`src/rtl/lcd_segment_delta_serializer_macros.svh`:
```
// Assertion macros shared by the serializer RTL.
// Include with the bare file name; needs no package.
`ifndef LCD_SEGMENT_DELTA_SERIALIZER_MACROS_SVH
`define LCD_SEGMENT_DELTA_SERIALIZER_MACROS_SVH

// check a condition in the same cycle as its trigger
`define LCDSD_ASSERT_NOW(label, clk, rst, ante, cons) \
   label: assert property (@(posedge clk) disable iff (rst) (ante) |-> (cons)) \
      else $error("lcdsd: same-cycle check failed");

// check a condition in the cycle after its trigger
`define LCDSD_ASSERT_NEXT(label, clk, rst, ante, cons) \
   label: assert property (@(posedge clk) disable iff (rst) (ante) |=> (cons)) \
      else $error("lcdsd: next-cycle check failed");

`endif

```
`src/rtl/lcdsd_pkg.sv`:
```
// Shared types, codes and frame builders for the segment LCD serializer.
// No dependencies.
`default_nettype none

package lcdsd_pkg;

   localparam logic [1:0] MODE_BYTE    = 2'd0;
   localparam logic [1:0] MODE_COMMAND = 2'd1;
   localparam logic [1:0] MODE_NIBBLE  = 2'd2;
   localparam logic [1:0] MODE_UNUSED  = 2'd3;

   localparam logic [2:0] HEAD_COMMAND = 3'b100;
   localparam logic [2:0] HEAD_WRITE   = 3'b101;

   localparam int FRAME_BITS = 13;
   localparam int LEN_W      = 4;
   localparam logic [LEN_W-1:0] LEN_COMMAND = 4'd12;
   localparam logic [LEN_W-1:0] LEN_NIBBLE  = 4'd13;

   localparam int QUEUE_DEPTH = 4;
   localparam int QPTR_W      = $clog2(QUEUE_DEPTH);
   localparam int QCNT_W      = $clog2(QUEUE_DEPTH + 1);

   typedef struct packed {
      logic [1:0] mode;
      logic [3:0] byte_index;
      logic [7:0] value;
      logic [5:0] seg_address;
   } req_type;

   typedef struct packed {
      logic data_bit;
      logic frame_end;
      logic last;
   } rsp_type;

   typedef struct packed {
      logic [FRAME_BITS-1:0] first;
      logic [LEN_W-1:0]      first_len;
      logic [FRAME_BITS-1:0] second;
      logic                  has_second;
   } entry_type;

   typedef struct packed {
      logic full;
      logic empty;
   } qstat_type;

   // head, address MSB first, data LSB first
   function automatic logic [FRAME_BITS-1:0] nibble_frame(input logic [5:0] addr,
                                                          input logic [3:0] data);
      return {HEAD_WRITE, addr, data[0], data[1], data[2], data[3]};
   endfunction

   // head, command MSB first, trailing zero; left aligned with one spare bit
   function automatic logic [FRAME_BITS-1:0] command_frame(input logic [7:0] cmd);
      return {HEAD_COMMAND, cmd, 2'b00};
   endfunction

endpackage

`default_nettype wire

```
`src/rtl/lcdsd_front.sv`:
```
// Front end: accepts items, checks bytes against the shadow copy, builds frames.
// Depends on lcdsd_pkg.
`default_nettype none

module lcdsd_front import lcdsd_pkg::*; #(
   parameter int BUFFER_BYTES = 16
) (
   input  logic      clock,
   input  logic      reset,
   input  logic      req_valid,
   output logic      req_stall,
   input  req_type   req_data,
   input  qstat_type qstat,
   output logic      push_valid,
   output entry_type push_entry
);

   localparam int SHW = (BUFFER_BYTES > 1) ? $clog2(BUFFER_BYTES) : 1;

   logic [7:0]     shadow_ff [BUFFER_BYTES];
   logic [4:0]     idx_ext;
   logic [SHW-1:0] sh_idx;
   logic           in_range;
   logic [7:0]     old_byte;
   logic           lo_chg;
   logic           hi_chg;
   logic [5:0]     addr_hi;
   logic [5:0]     addr_lo;
   logic           accept;
   logic           emit;
   logic           shadow_wr;

   assign idx_ext  = {1'b0, req_data.byte_index};
   assign sh_idx   = idx_ext[SHW-1:0];
   assign in_range = {1'b0, idx_ext} < 6'(BUFFER_BYTES);
   assign old_byte = shadow_ff[sh_idx];
   assign lo_chg   = req_data.value[3:0] != old_byte[3:0];
   assign hi_chg   = req_data.value[7:4] != old_byte[7:4];
   assign addr_hi  = {1'b0, req_data.byte_index, 1'b0};
   assign addr_lo  = addr_hi - 6'd1;

   assign req_stall = qstat.full;
   assign accept    = req_valid && !qstat.full;

   always_comb begin
      push_entry = '0;
      emit       = 1'b0;
      unique case (req_data.mode)
         MODE_BYTE: begin
            if (in_range) begin
               if (lo_chg) begin
                  push_entry.first      = nibble_frame(addr_lo, req_data.value[3:0]);
                  push_entry.first_len  = LEN_NIBBLE;
                  push_entry.second     = nibble_frame(addr_hi, req_data.value[7:4]);
                  push_entry.has_second = hi_chg;
                  emit                  = 1'b1;
               end else if (hi_chg) begin
                  push_entry.first     = nibble_frame(addr_hi, req_data.value[7:4]);
                  push_entry.first_len = LEN_NIBBLE;
                  emit                 = 1'b1;
               end
            end
         end
         MODE_COMMAND: begin
            push_entry.first     = command_frame(req_data.value);
            push_entry.first_len = LEN_COMMAND;
            emit                 = 1'b1;
         end
         MODE_NIBBLE: begin
            push_entry.first     = nibble_frame(req_data.seg_address, req_data.value[3:0]);
            push_entry.first_len = LEN_NIBBLE;
            emit                 = 1'b1;
         end
         MODE_UNUSED: begin
            emit = 1'b0;
         end
      endcase
   end

   assign push_valid = accept && emit;
   assign shadow_wr  = accept && (req_data.mode == MODE_BYTE) && in_range;

   always_ff @(posedge clock) begin
      if (reset) begin
         for (int i = 0; i < BUFFER_BYTES; i++) begin
            shadow_ff[i] <= 8'h00;
         end
      end else if (shadow_wr) begin
         shadow_ff[sh_idx] <= req_data.value;
      end
   end

endmodule

`default_nettype wire

```
`src/rtl/lcdsd_queue.sv`:
```
// Short frame queue between the front end and the bit serializer.
// Depends on lcdsd_pkg and the assertion macro header.
`default_nettype none
`include "lcd_segment_delta_serializer_macros.svh"

module lcdsd_queue import lcdsd_pkg::*; (
   input  logic      clock,
   input  logic      reset,
   input  logic      push_valid,
   input  entry_type push_entry,
   input  logic      pop,
   output entry_type head,
   output qstat_type qstat
);

   entry_type         entries_ff [QUEUE_DEPTH];
   logic [QPTR_W-1:0] wr_ptr_ff;
   logic [QPTR_W-1:0] wr_ptr_in;
   logic [QPTR_W-1:0] rd_ptr_ff;
   logic [QPTR_W-1:0] rd_ptr_in;
   logic [QCNT_W-1:0] count_ff;
   logic [QCNT_W-1:0] count_in;

   assign head        = entries_ff[rd_ptr_ff];
   assign qstat.full  = count_ff == QCNT_W'(QUEUE_DEPTH);
   assign qstat.empty = count_ff == '0;

   always_comb begin
      wr_ptr_in = wr_ptr_ff;
      rd_ptr_in = rd_ptr_ff;
      count_in  = count_ff;
      if (push_valid) begin
         wr_ptr_in = (wr_ptr_ff == QPTR_W'(QUEUE_DEPTH - 1)) ? '0 : wr_ptr_ff + 1'b1;
      end
      if (pop) begin
         rd_ptr_in = (rd_ptr_ff == QPTR_W'(QUEUE_DEPTH - 1)) ? '0 : rd_ptr_ff + 1'b1;
      end
      if (push_valid && !pop) begin
         count_in = count_ff + 1'b1;
      end else if (pop && !push_valid) begin
         count_in = count_ff - 1'b1;
      end
   end

   always_ff @(posedge clock) begin
      if (reset) begin
         wr_ptr_ff <= '0;
         rd_ptr_ff <= '0;
         count_ff  <= '0;
      end else begin
         wr_ptr_ff <= wr_ptr_in;
         rd_ptr_ff <= rd_ptr_in;
         count_ff  <= count_in;
      end
   end

   always_ff @(posedge clock) begin
      if (push_valid) begin
         entries_ff[wr_ptr_ff] <= push_entry;
      end
   end

   `LCDSD_ASSERT_NOW(a_no_push_full, clock, reset, push_valid, !qstat.full)
   `LCDSD_ASSERT_NOW(a_no_pop_empty, clock, reset, pop, !qstat.empty)
   `LCDSD_ASSERT_NEXT(a_count_tracks, clock, reset, push_valid && !pop, count_ff != '0)

endmodule

`default_nettype wire

```
`src/rtl/lcdsd_back.sv`:
```
// Back end: shifts queued frames out one bit per transfer through an output register.
// Depends on lcdsd_pkg and the assertion macro header.
`default_nettype none
`include "lcd_segment_delta_serializer_macros.svh"

module lcdsd_back import lcdsd_pkg::*; (
   input  logic      clock,
   input  logic      reset,
   input  entry_type head,
   input  qstat_type qstat,
   output logic      pop,
   output logic      rsp_valid,
   input  logic      rsp_stall,
   output rsp_type   rsp_data
);

   logic [FRAME_BITS-1:0] word_ff;
   logic [FRAME_BITS-1:0] word_in;
   logic [FRAME_BITS-1:0] second_ff;
   logic [FRAME_BITS-1:0] second_in;
   logic [LEN_W-1:0]      cnt_ff;
   logic [LEN_W-1:0]      cnt_in;
   logic                  has2_ff;
   logic                  has2_in;
   logic                  rsp_valid_ff;
   logic                  rsp_valid_in;
   rsp_type               rsp_ff;
   rsp_type               rsp_in;
   logic                  advance;
   logic                  frame_done;

   assign advance    = !rsp_valid_ff || !rsp_stall;
   assign frame_done = cnt_ff == 4'd1;

   always_comb begin
      word_in      = word_ff;
      second_in    = second_ff;
      cnt_in       = cnt_ff;
      has2_in      = has2_ff;
      rsp_valid_in = rsp_valid_ff;
      rsp_in       = rsp_ff;
      pop          = 1'b0;
      priority if (!advance) begin
         rsp_valid_in = rsp_valid_ff;
      end else if (cnt_ff != '0) begin
         rsp_valid_in     = 1'b1;
         rsp_in.data_bit  = word_ff[FRAME_BITS-1];
         rsp_in.frame_end = frame_done;
         rsp_in.last      = frame_done && !has2_ff;
         if (frame_done && has2_ff) begin
            word_in = second_ff;
            cnt_in  = LEN_NIBBLE;
            has2_in = 1'b0;
         end else begin
            word_in = word_ff << 1;
            cnt_in  = cnt_ff - 4'd1;
         end
      end else if (!qstat.empty) begin
         pop              = 1'b1;
         rsp_valid_in     = 1'b1;
         rsp_in.data_bit  = head.first[FRAME_BITS-1];
         rsp_in.frame_end = 1'b0;
         rsp_in.last      = 1'b0;
         word_in          = head.first << 1;
         cnt_in           = head.first_len - 4'd1;
         second_in        = head.second;
         has2_in          = head.has_second;
      end else begin
         rsp_valid_in = 1'b0;
      end
   end

   always_ff @(posedge clock) begin
      if (reset) begin
         cnt_ff       <= '0;
         has2_ff      <= 1'b0;
         rsp_valid_ff <= 1'b0;
      end else begin
         cnt_ff       <= cnt_in;
         has2_ff      <= has2_in;
         rsp_valid_ff <= rsp_valid_in;
      end
   end

   always_ff @(posedge clock) begin
      word_ff   <= word_in;
      second_ff <= second_in;
      rsp_ff    <= rsp_in;
   end

   assign rsp_valid = rsp_valid_ff;
   assign rsp_data  = rsp_ff;

   `LCDSD_ASSERT_NOW(a_last_ends_frame, clock, reset, rsp_valid_ff && rsp_ff.last,
                     rsp_ff.frame_end)
   `LCDSD_ASSERT_NOW(a_second_needs_first, clock, reset, has2_ff, cnt_ff != '0)
   `LCDSD_ASSERT_NOW(a_cnt_bounded, clock, reset, 1'b1, cnt_ff <= LEN_NIBBLE)
   `LCDSD_ASSERT_NOW(a_pop_when_idle, clock, reset, pop, cnt_ff == '0)

endmodule

`default_nettype wire

```
`src/rtl/lcd_segment_delta_serializer.sv`:
```
// Top level of the segment LCD serializer: front end, frame queue, bit serializer.
// Depends on lcdsd_pkg, lcdsd_front, lcdsd_queue and lcdsd_back.
//
//  channel | direction | handshake            | payload
//  req     | in        | req_valid/req_stall  | req_data (mode, byte_index, value, seg_address)
//  rsp     | out       | rsp_valid/rsp_stall  | rsp_data (data_bit, frame_end, last)
//
// One serial bit per cycle from the serializer shift register while rsp_stall is low: a command
// item is 12 bits, a nibble write 13, a byte update 0, 13 or 26.
// An item is taken per cycle while the four-entry frame queue has room.
// Reset clears the shadow copy in the same cycle; no clearing pass follows.
// rsp_stall holds the output register; req_stall rises only when the queue is full.
`default_nettype none

module lcd_segment_delta_serializer import lcdsd_pkg::*; #(
   parameter int BUFFER_BYTES = 16
) (
   input  logic    clock,
   input  logic    reset,
   input  logic    req_valid,
   output logic    req_stall,
   input  req_type req_data,
   output logic    rsp_valid,
   input  logic    rsp_stall,
   output rsp_type rsp_data
);

   qstat_type qstat;
   logic      push_valid;
   entry_type push_entry;
   logic      pop;
   entry_type head;

   lcdsd_front #(
      .BUFFER_BYTES(BUFFER_BYTES)
   ) u_front (
      .clock     (clock),
      .reset     (reset),
      .req_valid (req_valid),
      .req_stall (req_stall),
      .req_data  (req_data),
      .qstat     (qstat),
      .push_valid(push_valid),
      .push_entry(push_entry)
   );

   lcdsd_queue u_queue (
      .clock     (clock),
      .reset     (reset),
      .push_valid(push_valid),
      .push_entry(push_entry),
      .pop       (pop),
      .head      (head),
      .qstat     (qstat)
   );

   lcdsd_back u_back (
      .clock    (clock),
      .reset    (reset),
      .head     (head),
      .qstat    (qstat),
      .pop      (pop),
      .rsp_valid(rsp_valid),
      .rsp_stall(rsp_stall),
      .rsp_data (rsp_data)
   );

endmodule

`default_nettype wire

```
`config.mk`:
```
export PLATFORM = sky130hd
export DESIGN_NAME = lcd_segment_delta_serializer
export DESIGN_NICKNAME = d
export VERILOG_FILES = /design/src/rtl/lcdsd_pkg.sv /design/src/rtl/lcdsd_front.sv /design/src/rtl/lcdsd_queue.sv /design/src/rtl/lcdsd_back.sv /design/src/rtl/lcd_segment_delta_serializer.sv
export VERILOG_INCLUDE_DIRS = /design/src /design/src/rtl
export SDC_FILE = /design/constraint.sdc
export NUM_CORES = 1
export LEC_CHECK = 0
export ABC_AREA = 1
export BUFFER_PORTS_ARGS = -buffer_cell sky130_fd_sc_hd__buf_2
export CAP_MARGIN = 20
export CORE_MARGIN = 4
export CORE_UTILIZATION = 40
export DETAILED_ROUTE_END_ITERATION = 8
export PLACE_DENSITY = 0.52
export REMOVE_ABC_BUFFERS = 1
export SETUP_SLACK_MARGIN = 0.2
export SKIP_CTS_REPAIR_TIMING = 1
export SKIP_LAST_GASP = 1
export SLEW_MARGIN = 20
export SYNTH_ARGS = -nofsm -noshare
export SYNTH_HDL_FRONTEND = slang
export SYNTH_HIERARCHICAL = 1
export SYNTH_SLANG_ARGS = --single-unit
export TNS_END_PERCENT = 50
```
`constraint.sdc`:
```
create_clock -name clock -period 3.8 [get_ports clock]
set_clock_uncertainty 0.1 [all_clocks]
set_input_delay 0 -clock clock [delete_from_list [all_inputs] [get_ports clock]]
set_output_delay 0 -clock clock [all_outputs]
set_load 0.02 [all_outputs]
```
==> flow_summary_export.csv <==
group,metric,value,unit
synth,synthArstFlopShare,0,%
critical_path,r2r_cells,19,
critical_path,timing.rr.end,"u_queue/count_ff[1]$_SDFFE_PP0P_",
global_route,antenna_found_initial,2,
timing,setup_viol,0,
status,status,"complete, but fails checks",
critical_path,crit_fanout,12,
clock_network,root_buffer,"clkbuf_16",
global_route,track_usage,17.77,%
timing,slew_viol_final,0,
global_route,grt_pass1_vias,9070,
critical_path,arrival,3390,ps
timing,worst_pin_slew,879.2,ps
detailed_routing,ant_nets,0,
critical_path,critPathKind,"in -> reg",
clock_network,numCtsBuffers,34,
global_route,use_met2,29.64,%
place,gp_congestion,0.8261,
floorplanning,start_util,40.74,%
critical_path,r2r_slack,810,ps
detailed_routing,remaining_drc_errors,0,
detailed_routing,vias,9470,
timing,rsz0062_at_grt,"false",
cells_and_area,fin_nets,1456,
clock_network,cts_tree,"built",
timing,holdWs,-41.45,ps
synth,yosysUniqueCellTypes,38,
critical_path,endpoint_kind,"register",
global_route,met1_usage,24.68,%
critical_path,reg2reg_from,"u_front/shadow_ff[0][2]$_SDFFCE_PN0P_",
cells_and_area,area_growth,11.39,%
timing,finalHoldViolations,5,
synth,yosysSeqAreaShare,63.64,%
floorplanning,dieArea,37360,um^2
clock_network,clock-sinks,296,
cells_and_area,antenna_cells,0,
clock_network,clk_latency,510,ps
global_route,grt_max_degree,63,
floorplanning,core,33700,um^2
global_route,grtUsageMet3,2.574,%
detailed_routing,wl,34.33,mm
global_route,grt_overflow,0,
global_route,top_usage_layer,"met2",
pwr,ir_worst_vdd,0.0003470,V
global_route,grt_pass1_wl,53.02,mm
place,port_buffers,28,
timing,tns,0,ps
place,dpl.hpwl,21.36,mm
cells_and_area,layout_common_cells,"nand2_1, edfxtp_1, nor2_1",
clock_network,cts_max_path_buffers,3,
critical_path,crit_end,"u_queue/count_ff[1]$_SDFFE_PP0P_",
synth,syn_area,13730,um^2
cells_and_area,layout_commonest_cell,"nand2_1",
timing,worst_slack,712.1,ps
cells_and_area,nFillCells,3273,
clock_network,h-tree-depth,2,
synth,synth_cells,1381,
flow_run,cap_violations,0,
cells_and_area,final_util,45.39,%
synth,synth_edf_count,281,
status,violations,"hold timing",
critical_path,worstPathRequired,4100,ps
place,preCtsSetupSlack,545.5,ps
detailed_routing,vias_per_cell,5.021,
floorplanning,num_rows,67,
pwr,p_per_area,623.8,nW/um^2
timing,fin_crit_sh,81.26,%
critical_path,critPathLaunch,"req_data[16]",
synth,synth-seq-cells,296,
timing,period_minus_slack,3088,ps
critical_path,crit_path_start_kind,"primary input",
floorplanning,num_io_pins,29,
detailed_routing,wire_per_inst,18.20,um
synth,syn_area_per_cell,9.943,um^2
timing,fmax,323.8,MHz
floorplanning,dieWidth,193.3,um
clock_network,path_clk_slew,50,ps
worst_hold_path,holdCritPathClass,"in -> reg",
synth,ys_warn_count,6,
detailed_routing,drt_iter0_drc,748,
synth,ys.flop_type,"edfxtp_1",
cells_and_area,drive_above_1_share,9.249,%
detailed_routing,firstDrtPassIters,5,
floorplanning,chipHeight,193.3,um
timing,relSlewSlack,41.32,%
pwr,total_leakage_power,6.254,nW
[how the worst min path moves through the flow]
stage / from / endpoint / cells after the start
after detailed placement: reset / u_back/cnt_ff[3]$_SDFFE_PP0P_ / 2
final: req_data[2] / u_queue/entries_ff[1][24]$_DFFE_PP_ / 5
after floorplan: reset / u_back/cnt_ff[3]$_SDFFE_PP0P_ / 1
after CTS: reset / u_back/cnt_ff[3]$_SDFFE_PP0P_ / 2
after global routing: req_data[2] / u_queue/entries_ff[3][24]$_DFFE_PP_ / 5
after global placement: reset / u_back/cnt_ff[3]$_SDFFE_PP0P_ / 2
[layout make-up]
type,count,area [um^2],area share [%]
clock inverters,12,105.1,0.6872
clock buffers,49,917.1,5.996
repair buffers,63,473.0,3.092
flip-flops and latches,296,8740,57.14
multi-input cells,881,3973,25.97
well taps,448,560.5,3.665
inverters,137,526.8,3.444
[kinds of logic after synthesis]
family	Yosys count	synth area share, %
and+or+nand+nor	701	20.82
DFF	296	63.64
buffers and inverters	208	7.563
AOI/OAI and AO/OA	152	5.905
adders and majority gates	19	1.786
xor gates and xnor gates	4	0.2552
other	1	0.02731
[registers in the layout, summed over array words and instances (netlist names), named ones only]
name and flops:
u_back/word_ff 13, u_queue/count_ff 3, u_front/shadow_ff 128, u_queue/entries_ff 124, u_back/has2_ff 1, u_queue/wr_ptr_ff 2, u_back/cnt_ff 4, u_queue/rd_ptr_ff 2
u_back/second_ff 13, u_back/rsp_valid 1, u_back/rsp_data 3
[worst max-delay path, stage by stage]
cell and delay, ps:
dlygate4sd3_1 560, buf_2 190, inv_1 100, nor2_2 440
nand2_1 100, nand2_1 120, nor3_1 70, nor2_2 130
nand2_2 110, nor2_8 190, nand4_1 110, o211ai_1 150
inv_1 170, ha_1 240, inv_1 90, fa_1 400
o21ai_0 160, nor2_1 50
[power breakdown]
group | total (mW) | internal, mW | switching (mW) | leakage [nW]
logic | 2.23 | 0.674 | 1.56 | 2.88
clock network | 3.04 | 1.76 | 1.28 | 0.500
registers | 4.27 | 4.08 | 0.194 | 2.88
total | 9.54 | 6.51 | 3.03 | 6.25
[cells in the mapped netlist, types with 2 or more instances]
master      n  area share [%]
buf_6      20             1.6
buf_2      16            0.58
edfxtp_1  281              61
nand3_2     6            0.44
nor2_4      3            0.25
clkinv_1    7            0.19
nand3_1    69             2.5
o21ai_1    74             2.7
o22ai_1    34             1.5
nor2_2      4            0.18
nor3_1      7            0.26
dfxtp_1    15             2.2
ha_1       18             1.6
xor2_1      3            0.19
nand2_2     6            0.27
buf_4      20             1.1
inv_1     123             3.4
nor2_1    256             7.0
nand2_1   342             9.3
inv_2       5            0.14
nand4_1     2           0.091
o21ai_0    24            0.87
a21oi_1    17            0.62
clkbuf_1   15            0.41
[through the flow]
| step | std cells | hold WS (ps) | power (mW) | instance area, um^2 |
|---|---|---|---|---|
| 3_5_place_dp | 1817 | 240.9 | 6.583 | 14190 |
| 6_report | 1886 | -41.45 | 9.540 | 15290 |
| 2_1_floorplan | 1314 | -37.56 | 5.756 | 13230 |
| 5_1_grt | 1886 | 3.971 | 10.08 | 15290 |
| 3_3_place_gp | 1817 | 233.1 | 6.558 | 14190 |
| 4_1_cts | 1878 | -299.6 | 9.643 | 15210 |
[layer usage]
layer / vias up / routed length (um)
met5: - / 14
met4: 2 / 810
met3: 57 / 1509
met2: 216 / 16450
met1: 4573 / 15550
li1: 4622 / -
No activity file was read; power rests on OpenSTA's default activity.
